==> src/hdl/dhlt_pkg.sv <==
// ----------------------------------------------------------------------------
// dhlt_pkg
// Shared constants for the link transform: the cordic angle table, the fixed
// point constants of the q2.30 datapath and a bus width helper.
// ----------------------------------------------------------------------------
package dhlt_pkg;

  localparam int INT_FRAC = 30;
  localparam int X_W      = 32;
  localparam int Z_W      = 33;
  localparam int Z_IN_W   = 34;

  localparam logic signed [X_W-1:0]    GAIN_Q30    = 32'sd652032874;
  localparam logic signed [Z_IN_W-1:0] PI_Q30      = 34'sd3373259426;
  localparam logic signed [Z_IN_W-1:0] HALF_PI_Q30 = 34'sd1686629713;

  // atan(2^-i) in q30, truncated
  localparam int ATAN_Q30 [32] = '{
    843314856, 497837829, 263043836, 133525158, 67021686, 33543515,
    16775850, 8388437, 4194282, 2097149, 1048575, 524287, 262143,
    131071, 65535, 32767, 16383, 8191, 4095, 2047, 1023, 511, 255,
    127, 63, 31, 15, 7, 3, 1, 0, 0
  };

  // bit width rounded up to whole bytes
  function automatic int byte_bits(input int w);
    return ((w + 7) / 8) * 8;
  endfunction

endpackage

==> src/hdl/dhlt_cordic.sv <==
// ----------------------------------------------------------------------------
// dhlt_cordic
// Pipelined rotation-mode cordic, one iteration per stage. Folds the angle
// into +-pi/2, iterates in q2.30 and rounds cos and sin to the coefficient
// format with saturation at +-1.0.
// ----------------------------------------------------------------------------
module dhlt_cordic import dhlt_pkg::*; #(
  parameter int ANGLE_WIDTH   = 16,
  parameter int COEFF_WIDTH   = 16,
  parameter int CORDIC_STAGES = 16
) (
  input  logic                          clk,
  input  logic                          en,
  input  logic signed [ANGLE_WIDTH-1:0] angle,
  output logic signed [COEFF_WIDTH-1:0] cos_o,
  output logic signed [COEFF_WIDTH-1:0] sin_o
);

  localparam int ZSH = INT_FRAC + 3 - ANGLE_WIDTH;
  localparam int RSH = INT_FRAC - (COEFF_WIDTH - 2);
  localparam logic [X_W:0] RHALF = (X_W+1)'((64'd1 << RSH) >> 1);
  localparam logic [X_W:0] RLIM  = (X_W+1)'(64'd1 << (COEFF_WIDTH - 2));

  logic signed [Z_IN_W-1:0] z_in;
  logic signed [Z_W-1:0]    z_fold;
  logic                     flip_in;

  logic signed [X_W-1:0] x_r    [CORDIC_STAGES+1];
  logic signed [X_W-1:0] y_r    [CORDIC_STAGES+1];
  logic signed [Z_W-1:0] z_r    [CORDIC_STAGES+1];
  logic                  flip_r [CORDIC_STAGES+1];

  function automatic logic signed [COEFF_WIDTH-1:0] to_coeff(
    input logic signed [X_W-1:0] v,
    input logic                  flip
  );
    logic           neg;
    logic [X_W-1:0] mag;
    logic [X_W:0]   rnd;
    logic [X_W:0]   lim_m;
    neg   = v[X_W-1] ^ flip;
    mag   = v[X_W-1] ? X_W'(-v) : X_W'(v);
    rnd   = (X_W+1)'(({1'b0, mag} + RHALF) >> RSH);
    lim_m = (rnd > RLIM) ? RLIM : rnd;
    return neg ? COEFF_WIDTH'(-lim_m) : COEFF_WIDTH'(lim_m);
  endfunction

  assign z_in = Z_IN_W'(angle) <<< ZSH;

  always_comb begin
    z_fold  = Z_W'(z_in);
    flip_in = 1'b0;
    if (z_in > HALF_PI_Q30) begin
      z_fold  = Z_W'(z_in - PI_Q30);
      flip_in = 1'b1;
    end else if (z_in < -HALF_PI_Q30) begin
      z_fold  = Z_W'(z_in + PI_Q30);
      flip_in = 1'b1;
    end
  end

  always_ff @(posedge clk) begin
    if (en) begin
      x_r[0]    <= GAIN_Q30;
      y_r[0]    <= '0;
      z_r[0]    <= z_fold;
      flip_r[0] <= flip_in;
    end
  end

  for (genvar i = 0; i < CORDIC_STAGES; i++) begin : g_iter
    always_ff @(posedge clk) begin
      if (en) begin
        if (!z_r[i][Z_W-1]) begin
          x_r[i+1] <= x_r[i] - (y_r[i] >>> i);
          y_r[i+1] <= y_r[i] + (x_r[i] >>> i);
          z_r[i+1] <= z_r[i] - Z_W'(ATAN_Q30[i]);
        end else begin
          x_r[i+1] <= x_r[i] + (y_r[i] >>> i);
          y_r[i+1] <= y_r[i] - (x_r[i] >>> i);
          z_r[i+1] <= z_r[i] + Z_W'(ATAN_Q30[i]);
        end
        flip_r[i+1] <= flip_r[i];
      end
    end
  end

  always_ff @(posedge clk) begin
    if (en) begin
      cos_o <= to_coeff(x_r[CORDIC_STAGES], flip_r[CORDIC_STAGES]);
      sin_o <= to_coeff(y_r[CORDIC_STAGES], flip_r[CORDIC_STAGES]);
    end
  end

endmodule

==> config.mk <==
export PLATFORM = sky130hd
export DESIGN_NAME = dhlt_cordic
export DESIGN_NICKNAME = d
export VERILOG_FILES = /design/src/hdl/dhlt_pkg.sv /design/src/hdl/dhlt_cordic.sv
export SDC_FILE = /design/constraint.sdc
export NUM_CORES = 2
export LEC_CHECK = 0
export BUFFER_PORTS_ARGS = -buffer_cell sky130_fd_sc_hd__buf_2
export CAP_MARGIN = 40
export CELL_PAD_IN_SITES_DETAIL_PLACEMENT = 1
export CELL_PAD_IN_SITES_GLOBAL_PLACEMENT = 2
export CORE_MARGIN = 2
export CORE_UTILIZATION = 47
export CTS_CLUSTER_SIZE = 24
export DETAILED_ROUTE_END_ITERATION = 12
export GPL_ROUTABILITY_DRIVEN = 0
export HOLD_SLACK_MARGIN = 0.1
export PLACE_DENSITY_LB_ADDON = 0.1
export SLEW_MARGIN = 20
export SYNTH_ARGS = -nofsm -noshare
export SYNTH_HDL_FRONTEND = slang
export SYNTH_SLANG_ARGS = --single-unit
==> constraint.sdc <==
create_clock -name clk -period 10 [get_ports clk]
set_input_delay 0.5 -clock clk [delete_from_list [all_inputs] [get_ports clk]]
set_output_delay 0.5 -clock clk [all_outputs]
set_load 0.02 [all_outputs]
Word level (Yosys, flattened, before mapping) --
Memories as Yosys holds them, arrays and structs flattened. Index checks and enable logic that the tools add are counted.
Storage, ports and cells: register bits after elaboration 32, bits in writable memories 1666, memories kept 4
Operators by class: add/subtract/negate cells 103, $lt $le $gt $ge 4, mux-type cells 156, bitwise logic cells 50
Memories:
- z_r | depth 17, bits a word 33, rd ports 16, clocked after memory_dff 0, wr ports 17, RTL line dhlt_cordic.sv:30 | logic signed [Z_W-1:0] z_r [CORDIC_STAGES+1];
- x_r | depth 17, bits a word 32, rd ports 17, clocked after memory_dff 0, wr ports 17, RTL line dhlt_cordic.sv:28 | logic signed [X_W-1:0] x_r [CORDIC_STAGES+1];
- y_r | depth 17, bits a word 32, rd ports 17, clocked after memory_dff 0, wr ports 17, RTL line dhlt_cordic.sv:29 | logic signed [X_W-1:0] y_r [CORDIC_STAGES+1];
- flip_r | depth 17, bits a word 1, rd ports 17, clocked after memory_dff 0, wr ports 17, RTL line dhlt_cordic.sv:31 | logic flip_r [CORDIC_STAGES+1];
Operators by type and width (count):
- 32-bit two-way mux | 34
- 33-bit two-way mux | 18
- 1-bit two-way mux | 100
- 32-bit by 16-bit adder with 33-bit output, second input constant | 2
- 32-bit by 17-bit adder with 32-bit output | 2
- 32-bit by 18-bit adder with 32-bit output | 2
- 32-bit by 19-bit adder with 32-bit output | 2
- 32-bit by 20-bit adder with 32-bit output | 2
- 32-bit by 21-bit adder with 32-bit output | 2
- 32-bit by 22-bit adder with 32-bit output | 2
- 32-bit by 23-bit adder with 32-bit output | 2
- 32-bit by 24-bit adder with 32-bit output | 2
- 32-bit by 25-bit adder with 32-bit output | 2
- 32-bit by 26-bit adder with 32-bit output | 2
- 32-bit by 27-bit adder with 32-bit output | 2
- 32-bit by 28-bit adder with 32-bit output | 2
- 32-bit by 29-bit adder with 32-bit output | 2
- 32-bit by 30-bit adder with 32-bit output | 2
- 32-bit by 31-bit adder with 32-bit output | 2
- 16-bit two-way mux | 4
- 32-bit negator | 2
- 32-bit by 17-bit subtractor with 32-bit output | 2
- 32-bit by 18-bit subtractor with 32-bit output | 2
- 32-bit by 19-bit subtractor with 32-bit output | 2
- 54 further kinds | 117

Logic depth before layout (Yosys ltp) --
An unclocked memory read counts as a cell.
depth after elaboration 8, depth in mapped cells 22, depth with buffers taken out 21

Least setup slack after synthesis --
OpenSTA, ideal clock, no wires.
path kind input port to flip-flop, start input en, end memory y_r[6][29] (data pin), setup time 0.259 ns, data arrival time 5.128 ns, required time 9.741 ns, setup slack 4.613 ns, stages on the path 19, buffers on the path 4, path through clkbuf_1 clkbuf_1 nand2_1 inv_1 clkbuf_1 clkbuf_1 nor2_1 xnor2_1 ha_1 o21a_1 o31ai_1 a211oi_1 o31ai_1 a2111oi_0 o221ai_1 o2111ai_1 o2111ai_1 a21o_1 a211o_1
RTL lines:
- start: declaration | RTL line dhlt_cordic.sv:13 | input logic en,
- end: declaration | RTL line dhlt_cordic.sv:29

==> results.cfg <==
[status]
status = finished, final reports clean

[synth]
synth_warnings = 0
syn_area_um2 = 122000
syn_area_per_cell_um2 = 9.64
synth.distinct_cells = 115
synth-edff-count = 1451
synth_cells = 12700
postSynth.asyncResetShare_pct = 0
syn_nets = 14100
yosysSeqAreaShare_pct = 35.6
ys.flop_type = edfxtp_1
ys_ff_latch = 1451

[route]
dr.pass1.iters = 5
vias = 97700
avgViaCountPerCell = 5.98
drt_iter0_drc = 4981
wl_per_cell_um = 21.2
routed_wl_um = 347000
detail-route-antenna-nets = 0
drc = 0

[cts]
numCtsBuffers = 185
cts_max_path_buffers = 4
clock_sinks = 1451
cts_root_buffer = clkbuf_16
path_clk_slew_ns = 0.05
cts_setup_buffers = 0
ctsHtreeMaxLevel = 4
clk_latency_ns = 0.88
cts_tree = built
cts_resized = 0
hold_buffers = 15

[finish]
final_cell_mix = edfxtp_1 (1,451), ha_1 (1,360), xnor2_1 (1,256)
drive_above_1_share_pct = 4.94
final_common_cell = edfxtp_1
syn2layout_area_growth_pct = 8.85
fin_util_pct = 51.3
nets = 14200

[worst_setup_path]
critPathSlowestCell = dlygate4sd3_1
max_stage_delay_ns = 0.71
start_kind = input pin
worstPathMaxFanout = 158
worstPathCellList = dlygate4sd3_1 > buf_12 > buf_12 > buf_4 > buf_12 > nand2_1 > inv_2 > nor2_1 > xnor2_1 > ha_1 > o31ai_1 > a211oi_1 > o31ai_1 > a2111oi_0 > buf_4 > o221ai_1 > o2111ai_1 > o2111ai_1 > nor2_1 > or4_1 > xnor2_1
endpoint_kind = flop
crit_required_ns = 10.59
cp_common_cell = buf_12
crit_type = in2reg
crit_arrival_ns = 7.45

[timing]
fin_skew_ns = 0.0447
post-route-min-period_ns = 6.86
layout_setup_ws_ns = 3.14
fmax_mhz = 146
rsz0062_at_grt = no
tightest_slew_ns = 1.06
slew_viol_final = 0
post-route-period-util_pct = 68.6
finalHoldViolations = 0
fin_setup_tns_ns = 0
relSlewSlack_pct = 29.6
setup_viol = 0

[placed_design]
portBuffers = 49
pre_cts_ws_ns = 2.98
dp_hpwl_um = 273000

[grt]
grt_pass1_vias = 102000
grt_use_total_pct = 25.8
grt_first_pass_wirelength_um = 558000
grt_max_degree = 159
antenna_found_initial = 4
overflow = 0

[die]
ios = 50
dieHeight_um = 514
core_um2 = 259000
die-area_um2 = 264000
start_util_pct = 47.2
rows = 187
fp.dieW_um = 514

[flow_run]
cap_viol_max_count = 0

[worst_hold_path]
min_path_type = in2reg
==> flip-flops by register name, indices dropped and copies added, names as in the netlist <==
signal	count
sin_o	16
cos_o	16
z_r	466
x_r	456
flip_r	16
y_r	481
==> Yosys cell counts, types with 25 or more instances <==
| cell type | instances | area (µm²) |
|---|---|---|
| a21boi_0 | 46 | 345 |
| xnor2_1 | 1256 | 11000 |
| o31ai_1 | 138 | 1040 |
| edfxtp_1 | 1451 | 43600 |
| fa_1 | 44 | 881 |
| a2111oi_0 | 35 | 307 |
| nand3b_1 | 40 | 300 |
| nor2b_1 | 173 | 1080 |
| clkbuf_1 | 169 | 634 |
| o41ai_1 | 56 | 490 |
| a31o_2 | 28 | 245 |
| buf_1 | 31 | 116 |
| o2111ai_1 | 34 | 298 |
| o21ai_0 | 625 | 3130 |
| nor3b_1 | 47 | 353 |
| nand2_1 | 679 | 2550 |
| nor4_1 | 93 | 582 |
| o21bai_1 | 148 | 1110 |
| mux2_2 | 46 | 518 |
| o211ai_1 | 77 | 578 |
| a21o_1 | 485 | 3640 |
| a211oi_1 | 140 | 1050 |
| mux2i_1 | 63 | 631 |
| ha_1 | 1360 | 17000 |
| a211o_1 | 34 | 298 |
| inv_1 | 503 | 1890 |
| or2_2 | 72 | 450 |
| nand3_1 | 254 | 1270 |
| nand2b_1 | 219 | 1370 |
| and2_1 | 67 | 419 |
| o21a_1 | 205 | 1540 |
| or4_1 | 43 | 323 |
| nor3_1 | 375 | 1880 |
| and3_1 | 120 | 751 |
| xor2_1 | 541 | 4740 |
| nand4_1 | 76 | 475 |
| a31oi_1 | 126 | 788 |
| a21oi_1 | 1194 | 5980 |
| o31a_1 | 25 | 219 |
| nor2_1 | 1039 | 3900 |
| or3_1 | 130 | 813 |
==> cells by family (layout without fill, tap and decap cells) <==
kind of cell | Yosys count | in the layout | synth area share [%]
AO/OA/AOI/OAI | 3673 | 3673 | 19.4
AND/OR/NAND/NOR | 3513 | 3513 | 14.2
XOR/XNOR | 1800 | 1800 | 12.9
flip-flops | 1451 | 1451 | 35.6
adder cells (fa/ha/maj) | 1404 | 1404 | 14.6
buffers and inverters | 730 | 992 | 2.28
multiplexers | 110 | 110 | 0.958
other | 0 | 2 | 0
==> per-stage QoR <==
step / area [µm²] / instances / hold slack (ns)
floorplan: 122000 / 12700 / 0.400
global placement: 126000 / 16000 / 0.406
detailed placement: 126000 / 16000 / 0.411
CTS: 133000 / 16300 / 0.132
global route: 133000 / 16300 / 0.187
finish: 133000 / 16300 / 0.185
==> layer usage <==
metal  up-vias  wire, µm  global-route usage [%]  part of all wire, %
li1      47500         -                       -                    -
met1     48300    153000                    32.5                   44
met2      1384    173000                    46.4                   50
met3       506     11200                    2.25                  3.2
met4         0     10200                    7.80                  2.9
met5         -         0                       0                    0
==> final cells by class <==
| class | instances | area [µm²] |
|---|---|---|
| clock inverters | 124 | 1440 |
| fillers | 29100 | 126000 |
| flip-flops and latches | 1451 | 43600 |
| diodes | 2 | 5.00 |
| inverters | 513 | 1930 |
| well taps | 3402 | 4260 |
| clock buffers | 210 | 4790 |
| multi-input cells | 10500 | 75900 |
| repair buffers | 145 | 1180 |
==> critical path: cells and delay by family <==
family | cells | cell delay, ns
xor+xnor | 2 | 0.30
simple gates | 4 | 0.73
buf+inv | 7 | 3.09
fa+ha+maj | 1 | 0.25
compound gates | 7 | 2.34
==> worst paths after layout <==
path | start | cells after the start | slack [ns] | to
setup / recovery | en | 21 | 3.14 | y_r[13][31]
setup reg to reg | x_r[16][5] | 20 | 3.98 | cos_o[12]
hold reg to reg | flip_r[0][10] | 0 | 0.42 | flip_r[0][11]
hold / removal | angle[3] | 3 | 0.19 | z_r[0][20]
Power is not shown: default switching activity piles up to over one toggle a cycle in this logic, so the estimate is an artifact.
