$ cat config.mk
export PLATFORM = sky130hd
export DESIGN_NAME = dhlt_skid
export DESIGN_NICKNAME = d
export VERILOG_FILES = /design/src/hdl/dhlt_skid.sv
export SDC_FILE = /design/constraint.sdc
export NUM_CORES = 1
export LEC_CHECK = 0
export ABC_AREA = 1
export BUFFER_PORTS_ARGS = -buffer_cell sky130_fd_sc_hd__buf_2
export CAP_MARGIN = 20
export CORE_MARGIN = 2
export CORE_UTILIZATION = 43
export CTS_CLUSTER_DIAMETER = 80
export DETAILED_ROUTE_END_ITERATION = 6
export GPL_ROUTABILITY_DRIVEN = 0
export PLACE_DENSITY = 0.74
export SETUP_SLACK_MARGIN = 0.4
export SYNTH_ARGS = -nofsm -noshare
export SYNTH_HDL_FRONTEND = slang
export SYNTH_SLANG_ARGS = --single-unit
$ cat constraint.sdc
create_clock -name clk -period 1.2 [get_ports clk]
set_clock_uncertainty 0.1 [all_clocks]
set_input_delay 0.06 -clock clk [delete_from_list [all_inputs] [get_ports clk]]
set_output_delay 0.06 -clock clk [all_outputs]
set_load 0.01 [all_outputs]
$ cat src/hdl/dhlt_skid.sv
// ----------------------------------------------------------------------------
// dhlt_skid
// Output register with one skid entry. Holds back the pipeline only when
// both entries are full.
// ----------------------------------------------------------------------------
module dhlt_skid #(
  parameter int WIDTH = 8
) (
  input  logic             clk,
  input  logic             rst_n,
  input  logic             push,
  input  logic [WIDTH-1:0] push_data,
  output logic             can_push,
  output logic             m_tvalid,
  input  logic             m_tready,
  output logic [WIDTH-1:0] m_tdata
);

  logic             out_v_r, out_v_nxt;
  logic             skid_v_r, skid_v_nxt;
  logic [WIDTH-1:0] out_d_r;
  logic [WIDTH-1:0] skid_d_r;
  logic             out_free;

  assign out_free = !out_v_r || m_tready;
  assign can_push = !skid_v_r;
  assign m_tvalid = out_v_r;
  assign m_tdata  = out_d_r;

  always_comb begin
    out_v_nxt  = out_v_r;
    skid_v_nxt = skid_v_r;
    if (skid_v_r) begin
      if (m_tready) begin
        skid_v_nxt = 1'b0;
      end
    end else if (push) begin
      if (out_free) begin
        out_v_nxt = 1'b1;
      end else begin
        skid_v_nxt = 1'b1;
      end
    end else if (m_tready) begin
      out_v_nxt = 1'b0;
    end
  end

  always_ff @(posedge clk) begin
    if (!rst_n) begin
      out_v_r  <= 1'b0;
      skid_v_r <= 1'b0;
    end else begin
      out_v_r  <= out_v_nxt;
      skid_v_r <= skid_v_nxt;
    end
  end

  always_ff @(posedge clk) begin
    if (skid_v_r) begin
      if (m_tready) begin
        out_d_r <= skid_d_r;
      end
    end else if (push) begin
      if (out_free) begin
        out_d_r <= push_data;
      end else begin
        skid_d_r <= push_data;
      end
    end
  end

endmodule

## After elaboration in Yosys (flattened, before gate mapping)

Index checks and enable logic that the tools add are counted.

| operators by class | value |
|---|---|
| add/sub/neg operators | 0 |
| $mul | 0 |
| divide/modulo/power cells | 0 |
| order comparisons | 0 |
| eq/ne operators | 2 |
| shift-type cells | 0 |
| multiplexer cells | 11 |
| bitwise logic cells | 2 |
| reductions and logical operators | 9 |

Operators by type and width:

| cell | count |
|---|---|
| 8-bit two-way mux | 4 |
| 3-bit AND reduction | 3 |
| 1-bit two-way mux | 7 |
| 2-bit nonzero test | 3 |
| 1-bit logical NOT | 2 |
| 2-bit by 1-bit != test with 1-bit output, second input constant | 1 |
| 2-bit != test, second input constant | 1 |
| 1-bit NOT | 2 |
| 1-bit logical OR | 1 |

| word-level totals | value |
|---|---|
| register bits after elaboration | 18 |
| latch bits | 0 |
| memory bits (writable) | 0 |
| memory bits (read-only) | 0 |
| logic and storage cells | 28 |
| memories | 0 |

## Depth between registers and ports, before layout

Gate-level depths: netlist of the first run.

| depth | value |
|---|---|
| depth in word-level cells | 5 |
| mapped depth | 5 |
| gate-level depth less buffers | 5 |

## Least setup slack after synthesis of the first run

No wires, ideal clock.

| timing path | value |
|---|---|
| path kind | register to register |
| start point | register skid_v_r |
| end point | register out_d_r[0], in the netlist m_tdata[0] (enable) |
| setup time | 347 ps |
| arrival time | 865 ps |
| data required time | 753 ps |
| path slack | -112 ps |
| stages on the path, launching flop included | 4 |
| buffers on the path | 1 |
| clock period less this slack | 1312 ps |
| path through | dfxtp_1 -> inv_1 -> buf_6 -> o22ai_2 |

| between the ends | value |
|---|---|
| cells in the longest elaborated chain, start to end | 2 |

RTL lines:

| element | RTL line | text |
|---|---|---|
| from (decl) | 20 | `logic skid_v_r, skid_v_nxt;` |
| from (signal assigned) | 54 | `skid_v_r <= skid_v_nxt;` |
| 2-bit != test (no line) or 2-bit nonzero test (tied branches) | -- |  |
| 3-bit AND reduction (no line) (*) | -- |  |
| to (signal assigned) | 61 | `out_d_r <= skid_d_r;` |
| to (signal assigned) | 65 | `out_d_r <= push_data;` |
| to (decl) | 21 | `logic [WIDTH-1:0] out_d_r;` |

Mark *: on every way between the ends. The rest lies on a longest branch, timed or not.
A chain may end at the register's enable or synchronous reset.

## Worst setup path after layout of the first run

| timing path | value |
|---|---|
| start point | register skid_v_r |
| end point | register out_d_r[2], in the netlist m_tdata[2] (enable) |

The elaborated chain is that of the path after synthesis.

==> results of run 1 <==
where the power goes:
group          switching, mW  internal [mW]
Sequential            0.0101          0.719
Clock                  0.178          0.121
Combinational         0.0872         0.0894
Total                  0.275          0.929
how the worst max path moves through the flow:
stage | from | endpoint
CTS | skid_v_r | m_tdata[3]
global placement | skid_v_r | m_tdata[7]
floorplan | skid_v_r | m_tdata[0]
detailed placement | skid_v_r | m_tdata[0]
finish | skid_v_r | m_tdata[2]
global route | skid_v_r | m_tdata[1]
worst max-delay path: stages (launching register included):
cell,delay [ns]
dfxtp_2,0.35
inv_4,0.08
nand2_4,0.06
o22ai_4,0.24
sequential cells by signal, summed over array words and instances (netlist names):
| name | flops |
|---|---|
| skid_d_r | 8 |
| m_tvalid | 1 |
| skid_v_r | 1 |
| m_tdata | 8 |
layer usage:
metal | wire length [µm] | GRT usage (%) | vias up
met4 | 18 | 7.059 | 0
met5 | 0 | 0 | -
li1 | - | - | 279
met1 | 557 | 20.73 | 243
met3 | 62 | 2.800 | 2
met2 | 735 | 29.28 | 15
cells in the final DEF (no fill, tap or decap):
cell type,n
clkinv_1,1
buf_6,6
dfxtp_2,1
nand3_2,1
dfxtp_4,1
nand2_2,5
o22ai_4,1
dlygate4sd3_1,9
nor2_4,2
inv_4,2
edfxtp_1,16
clkinv_4,1
buf_2,19
buf_4,3
clkbuf_4,3
inv_1,4
nand2_4,1
nand2_1,24
a21oi_2,1
through the flow:
step | setup slack (ns) | utilization [%] | cell area [µm²] | cells
5_1_grt | -0.006669 | 69.89 | 1077 | 117
3_5_place_dp | -0.03880 | 55.93 | 862.1 | 100
3_3_place_gp | 0.001035 | 55.93 | 862.1 | 100
2_1_floorplan | 0.03445 | - | 737.0 | 62
4_1_cts | 0.04127 | 69.32 | 1069 | 117
6_report | 0.04279 | 69.89 | 1077 | 117
cell families (layout without fill, tap and decap cells):
logic type | Yosys count | in the layout | share of synthesized area (%)
buffers and inverters | 9 | 48 | 6.783
flip-flops | 18 | 18 | 72.35
AO/OA/AOI/OAI | 2 | 2 | 2.434
AND/OR/NAND/NOR | 33 | 33 | 18.43
area by class of cell:
cell class,instances,area [µm²]
clock inverters,1,3.754
repair buffers,37,275.3
clock buffers,3,22.52
multi-input cells,35,193.9
fillers,118,464.2
well taps,16,20.02
flip-flops and latches,18,525.5
inverters,7,36.28
timing repair:
item | CTS | global route
endpoints found under the hold margin | 18 | 1
pin swaps | 13 | 0
setup endpoints to repair | 36 | 37
gates cloned | 1 | 0
setup buffers | 3 | 0
hold buffers | 9 | 1
resized for setup | 17 | 3
==> impl_metrics.py, run 1 <==
metrics = {
    "drt": {
        "drtIter0Drc": 6,
        "route.detailed.drc": 0,
        "vias_per_cell": 4.607,
        "wl_um": 1374,
        "vias": 539,
        "first_pass_iters": 2,
        "wl_per_cell_um": 11.74,
        "antenna_left": 0,
    },
    "cts": {
        "cts.path.max_buffers": 2,
        "tritoncts": "built",
        "ctsHtreeMaxLevel": 1,
        "cts-root-buf": "clkbuf_4",
        "clk_latency_ns": 0.28,
        "cts.sinks": 18,
        "clk_pin_slew_ns": 0.10,
        "cts_buffers": 3,
    },
    "floorplanning": {
        "core.rowCount": 14,
        "die_w_um": 44.91,
        "core_area_um2": 1541,
        "ios": 22,
        "die_area_um2": 2016,
        "initial_core_util_pct": 46.67,
        "die_y_um": 44.91,
    },
    "synth": {
        "yosys-top-cells-area": "edfxtp_1 (67%), nand2_1 (16%), dfxtp_1 (5.6%), inv_1 (3.7%), buf_6 (3.1%)",
        "synth-edff-count": 16,
        "synth_largest_area_cell": "edfxtp_1",
        "synth_top_area_share_pct": 66.78,
        "yosysMostFrequentCell": "nand2_1",
        "ys_seq_area_share_pct": 72.35,
        "synth_common_cells": "nand2_1 (30), edfxtp_1 (16), inv_1 (7), buf_6 (2), dfxtp_1 (2)",
        "ys_ff_latch": 18,
        "yosysWarnings": 0,
        "syn-num-nets": 74,
        "synth_cell_type_count": 10,
        "synth_area_um2": 719.4,
        "synth_flop_cell": "edfxtp_1",
        "synthArstFlopShare_pct": 0,
        "postSynthCellCount": 62,
        "synth_area_per_cell_um2": 11.60,
    },
    "worst_setup_path": {
        "path_max_fanout": 8,
        "start_kind": "flip-flop",
        "worstPathArrival_ns": 1.02,
        "required_ns": 1.07,
        "worstSetupPathType": "flip-flop to flip-flop",
        "r2r-start": "skid_v_r",
        "rrSetupSlack_ns": 0.04,
        "r2r-end": "m_tdata[2]",
        "worstRegToRegCells": 3,
        "end_kind": "flip-flop",
    },
    "sta": {
        "period_share_pct": 96.43,
        "relSlewSlack_pct": 78.00,
        "finalHoldViolCount": 1,
        "worst_pin_slew_ns": 0.3300,
        "grt_setup_unrepaired": "true",
        "slew_violations": 0,
        "timing.final.crit_period_ns": 1.157,
        "fin_hold_ws_ns": -0.02472,
        "fmax_ghz": 0.8641,
        "setup_viol": 0,
        "setup_tns_ns": 0,
    },
    "power_and_ir_drop": {
        "power_density_nw_per_um2": 1118,
        "peakVddDrop_mv": 0.7558,
        "leakagePower_nw": 0.4778,
        "power.total_mw": 1.205,
    },
    "global_route": {
        "grt_first_pass_wirelength_um": 2359,
        "antenna_found_initial": 0,
        "gr-total-overflow": 0,
        "grt_max_degree": 11,
        "grt_usage_pct": 16.85,
        "grt_pass1_vias": 552,
    },
    "status": {
        "status": "finished with violations",
        "violations": "negative hold slack",
    },
    "min_path": {
        "holdPathEnd": "m_tdata[0]",
        "hold_path_class": "primary input to flip-flop",
        "min_path_cells": 3,
        "holdCritStartpoint": "push_data[0]",
    },
    "place": {
        "io_buffers": 21,
        "dp_hpwl_um": 881.5,
    },
    "job": {
        "maxCapViolations": 0,
    },
    "finish": {
        "diodes": 0,
        "area_growth_pct": 49.74,
        "drive_above_1_share_pct": 46.53,
        "num-nets-final": 114,
    },
}
Power figures use the tool's default switching activity.
==> run 2, diff against run 1 <==
--- a/config.mk
+++ b/config.mk
@@ -9,11 +9,12 @@
 export BUFFER_PORTS_ARGS = -buffer_cell sky130_fd_sc_hd__buf_2
 export CAP_MARGIN = 20
 export CORE_MARGIN = 2
-export CORE_UTILIZATION = 43
+export CORE_UTILIZATION = 47
 export CTS_CLUSTER_DIAMETER = 80
 export DETAILED_ROUTE_END_ITERATION = 6
 export GPL_ROUTABILITY_DRIVEN = 0
-export PLACE_DENSITY = 0.74
+export PLACE_DENSITY = 0.77
+export RECOVER_POWER = 100
 export SETUP_SLACK_MARGIN = 0.4
 export SYNTH_ARGS = -nofsm -noshare
 export SYNTH_HDL_FRONTEND = slang
==> constraint.sdc (replaced) <==
create_clock -name clk -period 1.3 [get_ports clk]
set_clock_uncertainty 0.1 [all_clocks]
set_input_delay 0.065 -clock clk [delete_from_list [all_inputs] [get_ports clk]]
set_output_delay 0.065 -clock clk [all_outputs]
set_load 0.01 [all_outputs]
==> run 2 against run 1 <==
Net effect:
- the run still ends with negative hold slack left
- cell count decreased by 0.85%
- first-iteration DRC count shrank 33%
- power shrank 2.5%
- non-clock buffer count decreased by 1
- via count up 3.7%
- combinational power is 8% lower
- clock power is 14% higher
- critical path depth is 1 higher
- register-to-register slack improved by 0.09 ns
- largest cell class unchanged
- largest power group unchanged
==> impl_metrics.py, run 2 (synthesized netlist as in run 1, its figures left out) <==
metrics = {
    "status": {
        "status": "finished with violations",
        "violations": "negative hold slack",
    },
    "power_and_ir_drop": {
        "power.switching_uw": 263.4,
        "leakagePower_nw": 0.4643,
        "power_frac_seq_pct": 57.3,
        "p_comb_share_pct": 13.8,
        "power.internal_uw": 911.6,
        "peakVddDrop_mv": 0.7576,
        "switching_share_pct": 22.42,
        "clkPwrFrac_pct": 28.9,
        "power_density_nw_per_um2": 1091,
    },
    "drt": {
        "drtIter0Drc": 4,
        "first_pass_iters": 3,
        "vias": 559,
        "route.detailed.drc": 0,
        "wl_um": 1474,
        "vias_per_cell": 4.819,
        "antenna_left": 0,
        "wl_per_cell_um": 12.71,
    },
    "worst_setup_path": {
        "slowest_stage": "dfxtp_4",
        "path_max_fanout": 8,
        "worstSetupPathType": "flip-flop to flip-flop",
        "worstPathArrival_ns": 1.07,
        "crit_family": "flip-flops",
        "end_kind": "flip-flop",
        "critical_path.max_stage_delay_ns": 0.37,
        "path_cells": "buf_6 -> nor2_4 -> nand2_4 -> inv_2",
        "start_kind": "flip-flop",
        "required_ns": 1.20,
        "critPathBufInv": 2,
    },
    "finish": {
        "layout_commonest_cell": "nand2_1",
        "n_fill_cell": 110,
        "drive_above_1_share_pct": 36.00,
        "diodes": 0,
        "stdcell_count": 116,
        "layout_common_cells": "nand2_1 (17), clkbuf_1 (16), edfxtp_1 (16), nand2_2 (9), dlygate4sd3_1 (9)",
        "register_area_um2": 524.3,
        "num-nets-final": 113,
        "area_growth_pct": 49.74,
        "final_area_um2": 1077,
        "multi_input_area_um2": 214.0,
    },
    "global_route": {
        "grt_pass1_vias": 584,
        "grt_usage_pct": 17.96,
        "grt_first_pass_wirelength_um": 2373,
        "antenna_found_initial": 0,
        "grt_max_degree": 11,
        "gr-total-overflow": 0,
    },
    "place": {
        "dpl_cell_area_um2": 854.6,
        "io_buffers": 21,
        "dp_hpwl_um": 930.4,
        "place_inst": 99,
    },
    "sta": {
        "relSlewSlack_pct": 85.33,
        "fmax_ghz": 0.8547,
        "period_share_pct": 90.00,
        "setup_viol": 0,
        "finalHoldViolCount": 1,
        "fin_hold_ws_ns": -0.02541,
        "setup_tns_ns": 0,
        "slew_violations": 0,
        "worst_pin_slew_ns": 0.2200,
        "grt_setup_unrepaired": "true",
        "timing.final.crit_period_ns": 1.170,
    },
    "cts": {
        "cts.sinks": 18,
        "cts.path.max_buffers": 2,
        "cts_buffers": 3,
        "clk_latency_ns": 0.29,
        "tritoncts": "built",
        "ctsHtreeMaxLevel": 1,
        "cts-root-buf": "clkbuf_4",
        "clk_pin_slew_ns": 0.09,
    },
    "floorplanning": {
        "core_area_um2": 1471,
        "die_w_um": 43.13,
        "initial_core_util_pct": 48.89,
        "die_area_um2": 1860,
        "ios": 22,
        "core.rowCount": 14,
        "die_y_um": 43.13,
    },
    "min_path": {
        "hold_path_class": "primary input to flip-flop",
    },
    "job": {
        "maxCapViolations": 0,
    },
}
## run 2: changes by cell type in the layout (fill, tap and decap cells not counted), sizes merged
cell    previous run  this run
buf               28         9
clkbuf             3        22
clkinv             2         0
inv                6         7
## run 2: stage by stage
stage / power, mW / worst slack, ns / utilization (%)
6_report: 1.175 / 0.1300 / 73.21
5_1_grt: 1.216 / 0.09015 / 73.21
4_1_cts: 1.187 / 0.1549 / 74.49
3_5_place_dp: 0.8001 / 0.03719 / 58.08
3_3_place_gp: 0.7944 / 0.1042 / 58.08
2_1_floorplan: 0.7487 / 0.1345 / -
## run 2: area by class of cell
cell class,instances,share of cell area (%)
sequential,18,48.66
multi-input combinational,35,19.86
inverter,7,2.904
clock buffer,4,3.368
timing repair buffer,36,23.34
tap,16,1.858
## run 2: worst paths after layout
path                                  start          end  slack, ns  cells after the start
worst max-delay path               skid_v_r  skid_d_r[5]       0.13                      4
worst min register to register  skid_d_r[5]   m_tdata[5]       0.43                      2
worst max register to register     skid_v_r  skid_d_r[5]       0.13                      4
worst min-delay path               m_tready     skid_v_r      -0.03                      4
## run 2: timing repair
item	4_1_cts	5_1_grt
setup buffers	3	0
pin swaps	16	2
gates resized for setup	23	10
gates cloned	1	0
hold buffers	9	0
setup endpoints to repair	36	36
hold endpoints to repair	18	0
## run 2: metal layers
layer | share of wire, % | vias to the layer above | global-route usage (%)
met3 | 5.0 | 6 | 2.553
met5 | 0 | - | 0
met1 | 40 | 256 | 18.89
met4 | 3.2 | 0 | 10.91
met2 | 52 | 20 | 32.84
li1 | - | 277 | -
## run 2: worst min-delay path, delay by kind of cell
kind / cells / cell delay, ns
AOI/OAI and AO/OA: 1 / 0.05
buffers and inverters: 1 / 0.11
and+or+nand+nor: 2 / 0.11
## run 2: power groups by stage
stage | Sequential (mW) | Combinational, mW | Clock, mW
2_1_floorplan | 0.698 | 0.0505 | 0
3_3_place_gp | 0.685 | 0.110 | 0
3_5_place_dp | 0.686 | 0.114 | 0
4_1_cts | 0.674 | 0.171 | 0.342
5_1_grt | 0.676 | 0.175 | 0.364
6_report | 0.674 | 0.162 | 0.340
